<file path="config.mk">
export PLATFORM = sky130hd
export DESIGN_NAME = merge_sort_engine_core
export DESIGN_NICKNAME = d
export VERILOG_FILES = /design/src/design/mse_pkg.sv /design/src/design/mse_cell.sv /design/src/design/merge_sort_engine_core.sv
export SDC_FILE = /design/constraint.sdc
export NUM_CORES = 2
export LEC_CHECK = 0
export BUFFER_PORTS_ARGS = -buffer_cell sky130_fd_sc_hd__buf_2
export CAP_MARGIN = 5
export CORE_MARGIN = 3
export CORE_UTILIZATION = 50
export CTS_BUF_LIST = sky130_fd_sc_hd__clkbuf_16
export DETAILED_ROUTE_END_ITERATION = 8
export HOLD_SLACK_MARGIN = 0.15
export PLACE_DENSITY_LB_ADDON = 0.05
export SLEW_MARGIN = 15
export SYNTH_ARGS = -nofsm -noshare
export SYNTH_HDL_FRONTEND = slang
export SYNTH_SLANG_ARGS = --single-unit
</file>
<file path="constraint.sdc">
create_clock -name clk_i -period 4.6 [get_ports clk_i]
set_clock_uncertainty 0.1 [all_clocks]
set_input_delay 0.92 -clock clk_i [delete_from_list [all_inputs] [get_ports clk_i]]
set_output_delay 0.92 -clock clk_i [all_outputs]
set_load 0.03 [all_outputs]
</file>
<file path="src/design/mse_pkg.sv">
// ---------------------------------------------------------------------------
// Merge sort engine package
// The value width and the control bundle shared by the core and its sorting cells.
// ---------------------------------------------------------------------------
package mse_pkg;

  localparam int unsigned ValueW = 32;

  // Control broadcast from the core to every cell of the row.
  typedef struct packed {
    logic              insert;
    logic              drain;
    logic [ValueW-1:0] sample;
  } mse_ctrl_t;

endpackage

</file>
<file path="src/design/mse_cell.sv">
// ---------------------------------------------------------------------------
// Merge sort engine cell
// One slot of the sorted row: compares the broadcast sample with its value,
// takes the sample or its left neighbor on insert, its right neighbor on drain.
// ---------------------------------------------------------------------------
module mse_cell (
  input  logic                      clk_i,
  input  logic                      rst_ni,
  input  mse_pkg::mse_ctrl_t        ctrl_i,
  input  logic                      prev_take_i,
  input  logic [mse_pkg::ValueW-1:0] prev_value_i,
  input  logic                      prev_valid_i,
  input  logic [mse_pkg::ValueW-1:0] next_value_i,
  input  logic                      next_valid_i,
  output logic                      take_o,
  output logic [mse_pkg::ValueW-1:0] value_o,
  output logic                      valid_o
);

  logic [mse_pkg::ValueW-1:0] value_q, value_d;
  logic                      valid_q, valid_d;

  // An empty slot counts as larger than any value. Strict compare keeps
  // equal values in load order.
  assign take_o = !valid_q || ($signed(ctrl_i.sample) < $signed(value_q));

  always_comb begin
    value_d = value_q;
    valid_d = valid_q;
    if (ctrl_i.insert) begin
      if (prev_take_i) begin
        value_d = prev_value_i;
        valid_d = prev_valid_i;
      end else if (take_o) begin
        value_d = ctrl_i.sample;
        valid_d = 1'b1;
      end
    end else if (ctrl_i.drain) begin
      value_d = next_value_i;
      valid_d = next_valid_i;
    end
  end

  always_ff @(posedge clk_i or negedge rst_ni) begin
    if (!rst_ni) begin
      valid_q <= 1'b0;
    end else begin
      valid_q <= valid_d;
    end
  end

  always_ff @(posedge clk_i) begin
    value_q <= value_d;
  end

  assign value_o = value_q;
  assign valid_o = valid_q;

endmodule

</file>
<file path="src/design/merge_sort_engine_core.sv">
// ---------------------------------------------------------------------------
// Merge sort engine core
// Stable ascending sort of signed 32-bit values in a row of insertion cells.
// ---------------------------------------------------------------------------
// A value is taken whenever start is high and busy is low, one per cycle,
// and is placed into its sorted position in the cell row at once. Equal values
// keep their load order. Up to DEPTH values are kept; further values of the set
// are dropped and every result of that set shows overflowed_o. After the value
// marked end_of_set_i is taken, busy rises and the set leaves in ascending
// order, one value per cycle on result_strobe_o, the last marked end_of_run_o.
// The drain is a shift of the cell row toward its head. The receiver cannot
// stall the drain, so results must be taken on the cycle they are shown.
// ---------------------------------------------------------------------------
module merge_sort_engine_core #(
  parameter int unsigned DEPTH = 32
) (
  input  logic                      clk_i,
  input  logic                      rst_ni,
  input  logic                      start,
  output logic                      busy,
  input  logic [mse_pkg::ValueW-1:0] sample_value_i,
  input  logic                      end_of_set_i,
  output logic                      result_strobe_o,
  output logic [mse_pkg::ValueW-1:0] sorted_value_o,
  output logic                      end_of_run_o,
  output logic                      overflowed_o
);

  localparam int unsigned CntW = $clog2(DEPTH + 1);

  typedef enum logic {
    ST_LOAD,
    ST_DRAIN
  } state_e;

  state_e            state_q, state_d;
  logic [CntW-1:0]   fill_q, fill_d;
  logic              drop_q, drop_d;
  logic              accept;
  logic              full;
  logic              last_out;
  mse_pkg::mse_ctrl_t ctrl;

  logic                      take_w  [DEPTH];
  logic [mse_pkg::ValueW-1:0] value_w [DEPTH];
  logic                      valid_w [DEPTH];

  assign accept   = start && !busy;
  assign full     = (fill_q == CntW'(DEPTH));
  assign last_out = !valid_w[1];

  assign ctrl.insert = accept && !full;
  assign ctrl.drain  = (state_q == ST_DRAIN);
  assign ctrl.sample = sample_value_i;

  for (genvar i = 0; i < DEPTH; i++) begin : g_cell
    logic                      prev_take;
    logic [mse_pkg::ValueW-1:0] prev_value;
    logic                      prev_valid;
    logic [mse_pkg::ValueW-1:0] next_value;
    logic                      next_valid;

    if (i == 0) begin : g_head
      assign prev_take  = 1'b0;
      assign prev_value = '0;
      assign prev_valid = 1'b0;
    end else begin : g_body
      assign prev_take  = take_w[i-1];
      assign prev_value = value_w[i-1];
      assign prev_valid = valid_w[i-1];
    end

    if (i == DEPTH - 1) begin : g_tail
      assign next_value = '0;
      assign next_valid = 1'b0;
    end else begin : g_inner
      assign next_value = value_w[i+1];
      assign next_valid = valid_w[i+1];
    end

    mse_cell u_cell (
      .clk_i       (clk_i),
      .rst_ni      (rst_ni),
      .ctrl_i      (ctrl),
      .prev_take_i (prev_take),
      .prev_value_i(prev_value),
      .prev_valid_i(prev_valid),
      .next_value_i(next_value),
      .next_valid_i(next_valid),
      .take_o      (take_w[i]),
      .value_o     (value_w[i]),
      .valid_o     (valid_w[i])
    );
  end

  always_comb begin
    state_d = state_q;
    fill_d  = fill_q;
    drop_d  = drop_q;
    case (state_q)
      ST_LOAD: begin
        if (accept) begin
          if (full) begin
            drop_d = 1'b1;
          end else begin
            fill_d = fill_q + 1'b1;
          end
          if (end_of_set_i) begin
            state_d = ST_DRAIN;
          end
        end
      end
      ST_DRAIN: begin
        if (last_out) begin
          state_d = ST_LOAD;
          fill_d  = '0;
          drop_d  = 1'b0;
        end
      end
      default: begin
        state_d = ST_LOAD;
      end
    endcase
  end

  always_ff @(posedge clk_i or negedge rst_ni) begin
    if (!rst_ni) begin
      state_q <= ST_LOAD;
      fill_q  <= '0;
      drop_q  <= 1'b0;
    end else begin
      state_q <= state_d;
      fill_q  <= fill_d;
      drop_q  <= drop_d;
    end
  end

  assign busy            = (state_q == ST_DRAIN);
  assign result_strobe_o = (state_q == ST_DRAIN);
  assign sorted_value_o  = value_w[0];
  assign end_of_run_o    = (state_q == ST_DRAIN) && last_out;
  assign overflowed_o    = drop_q;

endmodule

</file>
== Word level (Yosys, flattened, before mapping) ==
Cells that the tools add are included.

* Flip-flop bits (word level): 1,064
* Bits in latches: 0
* RAM bits: 0
* Bits in read-only memories: 0
* Input port bits: 36
* Output and inout port bits: 36
* Word-level logic and storage cells: 508
* Memories kept: 0

* Add/subtract/negate cells: 1
* Multipliers: 0
* Divide/modulo/power cells: 0
* Order comparisons: 32
* Equal/unequal tests: 37
* Shift-type cells: 0
* Muxes and demuxes: 266
* Bitwise logic cells: 1
* Reductions and logical operators: 104

{| class="wikitable"
|+ Operators by type and width
! operator !! count
|-
| 32-bit 2-to-1 mux || 127
|-
| 32-bit < comparator || 32
|-
| 1-bit 2-to-1 mux || 133
|-
| 3-bit by 1-bit != test with 1-bit output, second input constant || 31
|-
| 2-bit AND reduction || 32
|-
| 1-bit logical NOT || 34
|-
| 1-bit logical OR || 32
|-
| 6-bit 2-to-1 mux || 3
|-
| 6-bit one-hot mux with 2 select lines || 1
|-
| 2-bit != test, second input constant || 4
|-
| 6-bit by 1-bit adder with 6-bit output, second input constant || 1
|-
| 6-bit == test, second input constant || 1
|-
| 3-bit AND reduction || 2
|-
| 1-bit one-hot mux with 2 select lines || 2
|-
| 1-bit logical AND || 3
|-
| 2-bit by 1-bit != test with 1-bit output, second input constant || 1
|-
| 2-bit nonzero test || 1
|-
| 1-bit NOT || 1
|}

== Longest topological paths before layout ==
* Word-level depth: 5
* Gate-level depth with buffers: 15
* Depth with buffers taken out: 11

== By module ==
From an unflattened synthesis, not the netlist that was laid out.

* Cell total of the unflattened synthesis: 8,465
* Area total of the unflattened synthesis: 80,666.1 um^2

{| class="wikitable"
|+ By module, submodules not included
! module !! instances !! cells an instance !! area an instance (um^2) !! seq. area each (um^2)
|-
| mse_cell || 32 || 263 || 2,506.2 || 985.9
|-
| merge_sort_engine_core || 1 || 49 || 469.2 || 200.2
|}

== Worst setup path before layout ==
Ideal clock, no wire load.

* Path type: in2reg
* Start: in sample_value_i[13] (netlist name)
* End: reg g_cell[5].u_cell.value_q (netlist bit g_cell[5].u_cell.value_o[0]), enable pin
* Setup time: 0.466 ns
* Data arrival time: 4.926 ns
* Setup slack: -0.891 ns
* Cell stages on the path: 11
* Path through: ha_1 -> a21o_1 -> a21o_1 -> a221oi_1 -> o21ai_0 -> a211oi_1 -> o31ai_1 -> mux2i_1 -> buf_2 -> nor2b_1 -> o21ai_0

* Word-level cells in the longest chain between the ends: 4
* Elaborated cells on any way between the ends: 6
* Classes of those cells: order compare: 2; eq/ne: 1; reduce/logical: 3

{| class="wikitable"
|+ Ends and longest elaborated chain
! item !! line !! text
|-
| start: declaration || merge_sort_engine_core.sv:21 || <nowiki>input logic [mse_pkg::ValueW-1:0] sample_value_i,</nowiki>
|-
| 32-bit < comparator || mse_cell.sv:25 || <nowiki>assign take_o = !valid_q || ($signed(ctrl_i.sample) < $signed(value_q));</nowiki>
|-
| 1-bit logical OR || mse_cell.sv:25 ||
|-
| 3-bit by 1-bit != test with 1-bit output (no line) * || n/a ||
|-
| 2-bit AND reduction (no line) * || n/a ||
|-
| end signal: assignment || mse_cell.sv:53 || <nowiki>value_q <= value_d;</nowiki>
|-
| end: declaration || mse_cell.sv:20 || <nowiki>logic [mse_pkg::ValueW-1:0] value_q, value_d;</nowiki>
|}

Every way passes the cells marked *; elsewhere a longest branch is shown, timed or not.
A chain may end at the register's enable or synchronous reset.

== Worst setup path in the final report ==
* Start: reg g_cell[26].u_cell.value_q (netlist bit g_cell[26].u_cell.value_o[23])
* End: reg g_cell[26].u_cell.value_q (netlist bit g_cell[26].u_cell.value_o[9]), enable pin

* Word-level cells in the longest chain between the ends: 4

{| class="wikitable"
|+ Ends and longest elaborated chain
! item !! line
|-
| start: declaration || mse_cell.sv:20
|-
| start signal: assignment || mse_cell.sv:53
|-
| 32-bit < comparator || mse_cell.sv:25
|-
| 1-bit logical OR || mse_cell.sv:25
|-
| 3-bit by 1-bit != test with 1-bit output (no line) || n/a
|-
| 2-bit AND reduction (no line) || n/a
|}

No other way between the ends.

==> impl_metrics.tcl <==
set metrics [dict create \
    outcome "complete, no violations" \
    data_arrival_critical_path_ps 4570 \
    grt_usage_pct 31.8 \
    syn_avg_cell_area_um2 9.45 \
    place.gp.congestion 0.927 \
    detail_route.first_pass.iterations 6 \
    synth_fp_nets 9236 \
    min-delay-path-class "in2reg" \
    number_of_endpoints_failing_setup_at_the_final_stage 0 \
    avgViaCountPerCell 6.38 \
    core.rowCount 143 \
    cts.htree.levels 4 \
    nets 9253 \
    hold_violations 0 \
    avgRoutedWirePerCell_um 25.0 \
    synthArstFlopShare_pct 3.76 \
    clock_tree_from_tritoncts "yes" \
    timing.setup.critical_path_class "reg2reg" \
    routed_wirelength_um 259000 \
    hpwlAfterDp_um 196000 \
    required_arrival_time_at_the_worst_endpoint_ps 4940 \
    met3_length_um 15300 \
    critical_path.max_fanout 32 \
    maxCapViolCount 0 \
    synth_warnings 0 \
    synth-main-ff-cell "sky130_fd_sc_hd__edfxtp_1" \
    synth_seq_area_share_pct 40.9 \
    final_cell_area_mm2 0.0873 \
    grt_pass1_vias 64500 \
    maxSlewHeadroom_pct 38.2 \
    worstMarginPinSlew_ps 923 \
    drive_above_1_share_pct 9.00 \
    synthToLayoutAreaGrowth_pct 12.5 \
    grt_setup_unrepaired "no" \
    clock-sinks 1064 \
    num_io_pins 72 \
    cts_root_buf "sky130_fd_sc_hd__clkbuf_16" \
    power-per-cell-area_mw_per_mm2 638 \
    grt_antenna_before_repair 6 \
    critPathLaunch "g_cell[26].u_cell.value_o[23]" \
    reg2reg_from "g_cell[26].u_cell.value_o[23]" \
    coreArea_mm2 0.153 \
    cts-buffers-inserted 135 \
    clk_pin_slew_worst_paths_ps 60 \
    cp-end-kind "flop" \
    met1Wirelength_um 104000 \
    synth_area_mm2 0.0776 \
    maximum_resistive_drop_on_vdd_mv 0.568 \
    clock_latency_ps 790 \
    worst-r2r-setup-slack_ps 380 \
    netlist_instances 8206 \
    final.period_utilization_pct 91.8 \
    post-route-util_pct 57.1 \
    die_h_um 400 \
    residual_drc_count 0 \
    min_period_ps 4220 \
    dieArea_mm2 0.160 \
    holdCritStartpoint "end_of_set_i" \
    ys_ff_latch 1064 \
    dpl-instance-area_mm2 0.0832 \
    synth.distinct_cells 81 \
    mostFrequentLayoutCells "sky130_fd_sc_hd__inv_1, sky130_fd_sc_hd__edfxtp_1, sky130_fd_sc_hd__ha_1" \
    num_vias 66100 \
    detailroute.wirelength.met2_um 127000 \
    final_max_slew_viol_count 0 \
    totalPowerFinal_mw 55.7 \
    leakage_power_total_nw 37.5 \
    route.antenna.remaining_nets 0 \
    ctsLongestPathBuffers 3 \
    numPortBuffers 71 \
    setup_total_negative_slack_ps 0 \
    layout.cells.most_common "sky130_fd_sc_hd__inv_1" \
    die_width_um 400 \
    route.top_layer_used "met4" \
    setup.worst_path.start_class "flop" \
    hold_ws_ps 258 \
    overflow 0 \
    maximum_number_of_pins_on_one_net_before_global_route_repair 157 \
    start_util_pct 50.7 \
    global_route_wire_length_before_repair_um 392000 \
    achievable-frequency_mhz 237 \
    detail_route.iter0.violations 5973 \
    number_of_enable_type_register_cells_in_the_synthesized_netlist 1024 \
]
[sequential cells by signal (all words and copies together), names as in the netlist]
signal and cells:
g_cell.u_cell.value_o 1024, g_cell.u_cell.valid_o 32, fill_q 6, overflowed_o 1
busy 1
[stage by stage]
step                worst slack [ps]  cells
floorplan                      -26.0   8206
global placement                -395  10100
detailed placement              -416  10100
CTS                              386  10400
global route                     269  10400
finish                           377  10400
[logic make-up after synthesis]
group | Yosys count | synth area share (%)
compound gates | 2026 | 19.6
xor+xnor | 4 | 0.0548
fa+ha+maj | 994 | 16.0
buf+inv | 1645 | 8.26
flops | 1064 | 40.9
mux | 89 | 1.15
simple gates | 2384 | 14.0
[final timing paths]
path,endpoint,cells past startpoint
min in group asynchronous,g_cell[2].u_cell.valid_o,3
min reg2reg,overflowed_o,1
max,g_cell[26].u_cell.value_o[9],14
min,busy,2
max in group asynchronous,g_cell[30].u_cell.valid_o,3
max reg2reg,g_cell[26].u_cell.value_o[9],14
[worst max-delay path: stages, from the launching register on]
cell	delay (ps)
sky130_fd_sc_hd__edfxtp_1	360
sky130_fd_sc_hd__inv_1	90
sky130_fd_sc_hd__ha_1	300
sky130_fd_sc_hd__nand2_1	170
sky130_fd_sc_hd__buf_4	180
sky130_fd_sc_hd__or4_4	490
sky130_fd_sc_hd__buf_4	180
sky130_fd_sc_hd__nor4_4	300
sky130_fd_sc_hd__o2111ai_1	170
sky130_fd_sc_hd__a31oi_1	490
sky130_fd_sc_hd__nor3_1	210
sky130_fd_sc_hd__mux2i_4	260
sky130_fd_sc_hd__a21o_1	180
sky130_fd_sc_hd__nand2_1	110
sky130_fd_sc_hd__buf_12	260
[where the power goes]
part           switching, mW  internal, mW  leakage (nW)  total (mW)
Combinational           16.0          9.72          24.4        25.7
Clock                   4.38          5.69          2.15        10.1
Sequential              2.96          17.0          11.0        19.9
Total                   23.3          32.4          37.5        55.7
[per-layer routing]
layer | global-route usage, % | vias to the layer above
li1 | - | 31000
met1 | 39.8 | 32200
met2 | 55.0 | 2427
met3 | 3.79 | 532
met4 | 14.8 | 0
met5 | 0 | -
[area by class of cell]
type | instances | area (um^2)
diodes | 5 | 12.5
clock buffers | 138 | 3450
clock inverters | 102 | 611
fillers | 13500 | 65700
inverters | 1019 | 3820
multi-input cells | 5497 | 40000
flip-flops and latches | 1064 | 31800
well taps | 2030 | 2540
repair buffers | 506 | 5130
[cells in the mapped netlist, drive strengths merged, types with 4 or more instances]
master | number | area, um^2
edfxtp | 1024 | 30700
a2111oi | 26 | 240
a31oi | 53 | 332
mux2i | 89 | 891
nor3 | 39 | 195
a221o | 32 | 320
a221oi | 22 | 199
nor2b | 34 | 213
buf | 201 | 987
nor2 | 274 | 1030
dfrtp | 40 | 1000
nand4 | 134 | 838
o2111ai | 7 | 61.3
o311a | 57 | 571
o221ai | 344 | 3010
o211ai | 21 | 158
o21a | 12 | 90.1
a41oi | 10 | 87.6
nor4 | 12 | 103
a211oi | 37 | 278
o21bai | 6 | 45.0
o311ai | 467 | 4090
and3 | 7 | 43.8
and2 | 4 | 25.0
inv | 1018 | 3820
a21boi | 4 | 30.0
nand2b | 51 | 319
or3 | 6 | 37.5
o31ai | 16 | 125
ha | 994 | 12400
or2 | 6 | 37.5
nand2 | 940 | 3530
a21oi | 300 | 1510
nand3 | 847 | 4240
clkbuf | 425 | 1600
nor3b | 5 | 37.5
o32ai | 32 | 280
a21o | 267 | 2000
o22ai | 4 | 25.0
a211o | 11 | 96.3
o31a | 6 | 52.6
o21ai | 270 | 1360
and4 | 15 | 131
[timing repair]
| action | in CTS | in global routing |
|---|---|---|
| endpoints found under the setup margin | 0 | 0 |
| setup buffers | 0 | 0 |
| hold endpoints to repair | 1 | 0 |
| gates resized for setup | 0 | 0 |
| hold buffers | 1 | 0 |
(Power assumes the default switching activity.)
